--- src/sv/dgr_ram.sv ---
`default_nettype none

module dgr_ram #(
    parameter int WIDTH = 64,
    parameter int DEPTH = 64
) (
    input  logic                             i_clk,
    input  logic                             i_we,
    input  logic [$clog2(DEPTH)-1:0]         i_waddr,
    input  logic [WIDTH-1:0]                 i_wdata,
    input  logic [$clog2(DEPTH)-1:0]         i_raddr,
    output logic [WIDTH-1:0]                 o_rdata
);

    logic [WIDTH-1:0] r_mem [DEPTH];
    logic [WIDTH-1:0] r_rdata;

    // Write port
    always_ff @(posedge i_clk) begin
        if (i_we) begin
            r_mem[i_waddr] <= i_wdata;
        end
    end

    // Registered read port
    always_ff @(posedge i_clk) begin
        r_rdata <= r_mem[i_raddr];
    end

    assign o_rdata = r_rdata;

endmodule

`default_nettype wire

--- config.mk ---
export PLATFORM = sky130hd
export DESIGN_NAME = dgr_ram
export DESIGN_NICKNAME = d
export VERILOG_FILES = /design/src/sv/dgr_ram.sv
export SDC_FILE = /design/constraint.sdc
export NUM_CORES = 2
export LEC_CHECK = 0
export BUFFER_PORTS_ARGS = -buffer_cell sky130_fd_sc_hd__buf_2
export CORE_ASPECT_RATIO = 1.5
export CORE_UTILIZATION = 55
export CTS_CLUSTER_DIAMETER = 80
export DETAILED_ROUTE_END_ITERATION = 6
export GPL_TIMING_DRIVEN = 0
export PLACE_DENSITY = 0.74
export SLEW_MARGIN = 20
export SYNTH_ARGS = -nofsm -noshare
export SYNTH_HDL_FRONTEND = slang
export SYNTH_SLANG_ARGS = --single-unit
--- constraint.sdc ---
create_clock -name i_clk -period 20.2 [get_ports i_clk]
set_input_delay 5.05 -clock i_clk [delete_from_list [all_inputs] [get_ports i_clk]]
set_output_delay 5.05 -clock i_clk [all_outputs]
set_load 0.02 [all_outputs]
**Yosys cells after proc, flatten, opt, wreduce, memory -nomap -nowiden**

Memory sizes are Yosys's and may differ from the RTL's. A register that Yosys moved wholly into a read port is not among the register bits.
Index checks and enable logic that the tools add are counted.

- Output and inout bits: 64
- Memories: 1
- Register bits after elaboration: 0
- Memory bits (writable): 4096

Memories:

| name | depth | bits a word | rd ports | clocked after Yosys merged registers in | write ports | line | source |
|---|---|---|---|---|---|---|---|
| r_mem | 64 | 64 | 1 | 1 | 1 | 15 | `logic [WIDTH-1:0] r_mem [DEPTH];` |

- Muxes and demuxes: 2

Operators by type and width:

| cell | count |
|---|---|
| 2-to-1 mux 1 bit | 2 |

**Depth between registers and ports, before layout**

- Depth after elaboration: 2
- Depth in mapped cells: 9
- Gate-level depth less buffers: 5

**Least setup slack after synthesis**

Ideal clock, no wire load.

- Path kind: input -> register
- Start: in i_waddr[3]
- End: mem r_mem[48][0] (enable)
- Data arrival time: 9922 ps
- Path slack: 9714 ps
- Cell stages on the path: 4
- Setup time: 564 ps
- Path through: clkbuf_1 -> nor2b_1 -> nand4b_1 -> nor3_1

RTL lines:

| what | line | source |
|---|---|---|
| from (decl) | 9 | `input logic [$clog2(DEPTH)-1:0] i_waddr,` |
| to (decl) | 15 |  |

No word-level cell before the write port.

==> impl_summary.log <==
[metrics] failing checks: design-rule violations
[metrics] most common cell after layout, fill and taps aside: sky130_fd_sc_hd__edfxtp_1
[metrics] Avg Cell Area, Syn: approximately 24 µm²
[metrics] Leakage Power: 56.13 nW
[metrics] power per cell area: approximately 97 nW/µm²
[metrics] clock network power share: 39.7%
[metrics] fraction of registers with async set/reset: 0%
[metrics] period utilization: between 40% and 50%
[metrics] area growth from synthesis to final layout: 14.70%
[metrics] worst stage delay on the critical path: 0.96 ns
[metrics] pin count of the biggest net entering global routing: 65
[metrics] fraction of layout cells with a size suffix above 1: 29.36%
[metrics] Peak supply drop: between 70 and 80 µV
[metrics] Pins Over Slew Limit: 0
[metrics] status: finished with violations
[metrics] CTS tree: done
[metrics] layout filler cell count: 17,560
[metrics] via density per instance: between 6 and 7
[metrics] vias: 78,500
[metrics] boundary pin count: roughly 140
[metrics] number of buffers on the longest clock path: 4
[metrics] Rows: 239
[metrics] worst slew slack as a fraction of its limit: approximately 22%
[metrics] CORE AREA: around 280,000 µm²
[metrics] achievable frequency: 119.5 MHz
[metrics] Comb pwr share: 5.4%
[metrics] Top FF cell, synth: sky130_fd_sc_hd__edfxtp_1
[metrics] Hold/Removal Path Class: flip-flop to flip-flop
[metrics] Least-Margin Pin Slew: approximately 1.2 ns
[metrics] count of yosys warnings during synthesis: 0
[metrics] signal arrival time at the worst endpoint: about 9 ns
[metrics] Root Buffer Master: sky130_fd_sc_hd__clkbuf_16
[metrics] non-filler cells, final: 11,380
[metrics] post-CTS sizing: 0
[metrics] DRC viols: 19
[metrics] count of final hold-check violations: 0
[metrics] via count of the first global-routing pass: between 70,000 and 80,000
[metrics] clock latency reported for the late side of the worst-skew pair: 0.92 ns
[metrics] die span in x: around 440 µm
[metrics] Crit-path slowest cell: sky130_fd_sc_hd__a31oi_1
[metrics] switching part of the total: 21.36%
[metrics] part of the total power dissipated in sequential elements: 54.9%
[metrics] crit end category: flip-flop
[metrics] number of antenna violations at the first check in global routing: 31
[metrics] cell chain of the critical path: buf_2 > buf_2 > buf_2 > and2_1 > buf_1 > clkbuf_1 > nand2_1 > a31oi_1 > a211oi_1
[metrics] #FFs+latches synth: 4,160
[metrics] Initial Util: 55.33%
[metrics] Worst R2R Start: r_mem[13][42]$_DFFE_PP_
[metrics] die outline area: approximately 290,000 µm²
[metrics] hold wc startpoint: r_mem[63][46]$_DFFE_PP_
[metrics] final core utilization: a little under two thirds
[metrics] number of enable flip-flop cells after synthesis: 4,096
[metrics] # hold bufs at CTS: 0
[metrics] total instance count after detailed placement: ~11,000
[metrics] number of sinks on the clock net: 4,160
[metrics] Syn Nets: 6,676
[metrics] worst clock skew on the final layout: 0.06747 ns
[metrics] Seq/Total Area, Yosys: between 70% and 80%
[metrics] routed length per placed instance: about 38 µm
[metrics] synthesized cell area: roughly 160,000 µm²
[metrics] number of nets in the layout: 7,426
[metrics] first drt pass iteration count: 7
[metrics] sum of overflow across all layers after global routing: 0
[metrics] cell family with most CP delay: buffers and inverters
[metrics] clock slew seen by the registers of the worst setup and hold paths: 0.06 ns
[metrics] switching power: 3.728 mW
[metrics] global-route total usage across every layer: 30.36%
[metrics] minimum clock period: 8.365 ns
[metrics] final setup violation count: 0
[metrics] critical path's most frequent cell: sky130_fd_sc_hd__buf_2
[metrics] finished layout cell area: 179,300 µm²
[metrics] number of buffer and inverter stages on the critical path: 5
[metrics] I/O Buffers: between 100 and 150
[metrics] total design power: 17.45 mW
[metrics] count of antenna-violating nets left after detailed routing: 0
[metrics] most frequent cells in the layout: sky130_fd_sc_hd__edfxtp_1, sky130_fd_sc_hd__mux4_2, sky130_fd_sc_hd__clkbuf_16
[metrics] first-pass GRT wire length: 602,200 µm
[metrics] total placed instance area: 167,600 µm²
[metrics] crit path kind: input port to flip-flop
[metrics] weighted congestion at the end of routability-driven global placement: 0.8492
[metrics] setup repair after global routing missed its margin: no
[metrics] design internal power: between 10 and 15 mW
[metrics] max cap viols: 0
[metrics] synthesized instance count: 6,598
[metrics] number of CTS-inserted buffers: between 300 and 400
[metrics] H-tree depth: 5
[metrics] HPWL after DPL: 286,300 µm
[metrics] Crit Path Max Fanout: 10
[metrics] count of buffers added by post-CTS timing repair for setup: 0
[metrics] required arrival time at the worst endpoint: 20.89 ns
[metrics] total detailed-routing wirelength: 436,100 µm
[metrics] worst setup path startpoint: i_raddr[3]
[metrics] type of origin of the critical path: input port
[metrics] height of the die: ~650 µm
[metrics] number of design-rule violations left by the first detailed-router iteration: about 11,000
[metrics] Total Neg Setup Slack: 0 ns
[metrics] Distinct cells, synth: 33
## cells in the mapped netlist, drive strengths merged (28+ instances only)
master | number | area share, %
mux2i | 135 | 0.86
nand2 | 58 | 0.14
mux4 | 1024 | 15
o221ai | 38 | 0.21
or2 | 28 | 0.11
a211oi | 63 | 0.30
a22o | 88 | 0.49
or3 | 29 | 0.12
buf | 230 | 0.80
nand3 | 45 | 0.14
and3 | 64 | 0.26
edfxtp | 4096 | 79
nor2 | 112 | 0.27
nor2b | 28 | 0.11
clkbuf | 140 | 0.34
o22ai | 83 | 0.33
dfxtp | 64 | 0.82
a22oi | 168 | 0.81
## final cells by class
class	count	area, µm²	share of cell area (%)
well taps	3735	4673	2.606
plain buffers	370	1784	0.9949
clock buffers	448	9612	5.360
repair buffers	389	6215	3.466
diodes	17	42.54	0.02372
clock inverters	191	1942	1.083
flip-flops and latches	4160	124300	69.30
inverters	19	71.32	0.03977
multi-input cells	2049	30710	17.12
## flip-flops by register name, summed over array words and instances, names as in the netlist
name / flops
o_rdata: 64
r_mem: 4096
## worst min-delay path: stages, from the launching register on
cell and delay (ns):
sky130_fd_sc_hd__edfxtp_1 0.33, sky130_fd_sc_hd__mux4_2 0.22, sky130_fd_sc_hd__a22oi_1 0.06, sky130_fd_sc_hd__nand3_1 0.09, sky130_fd_sc_hd__and3_1 0.18
## worst paths after layout
| path | endpoint | cells after the start | slack (ns) |
|---|---|---|---|
| max reg2reg | o_rdata[42]$_DFF_P_ | 5 | 17.36 |
| max | o_rdata[15]$_DFF_P_ | 9 | 11.83 |
| min | o_rdata[46]$_DFF_P_ | 4 | 0.91 |
| min reg2reg | o_rdata[46]$_DFF_P_ | 4 | 0.91 |
## power by group through the flow
stage                     Clock [mW]  Sequential, mW  Combinational [mW]
after floorplan                    0            9.78               0.445
after global placement             0            9.77               0.874
after detailed placement           0            9.76               0.923
after CTS                       6.94            9.58               0.934
after global routing            7.23            9.57               0.973
final                           6.93            9.57               0.949
## per-stage QoR
step | setup slack, ns | hold WS (ns)
floorplan | 9.714 | 0.7878
global placement | 3.050 | 0.8628
detailed placement | 11.14 | 0.8924
CTS | 12.06 | 0.9127
global route | 12.03 | 0.9411
finish | 11.83 | 0.9133
## layer usage
metal	wire length (µm)	global-route usage, %	share of wire (%)
met1	135400	35.10	31
met2	222200	51.94	51
met3	46450	6.440	11
met4	31860	18.59	7.3
met5	152	0	0.035
## kinds of logic after synthesis
logic type / share of synthesized area [%]
buf+inv: 1.180
compound gates: 2.477
simple gates: 1.240
flops: 79.49
mux: 15.61
(Power assumes the default switching activity.)
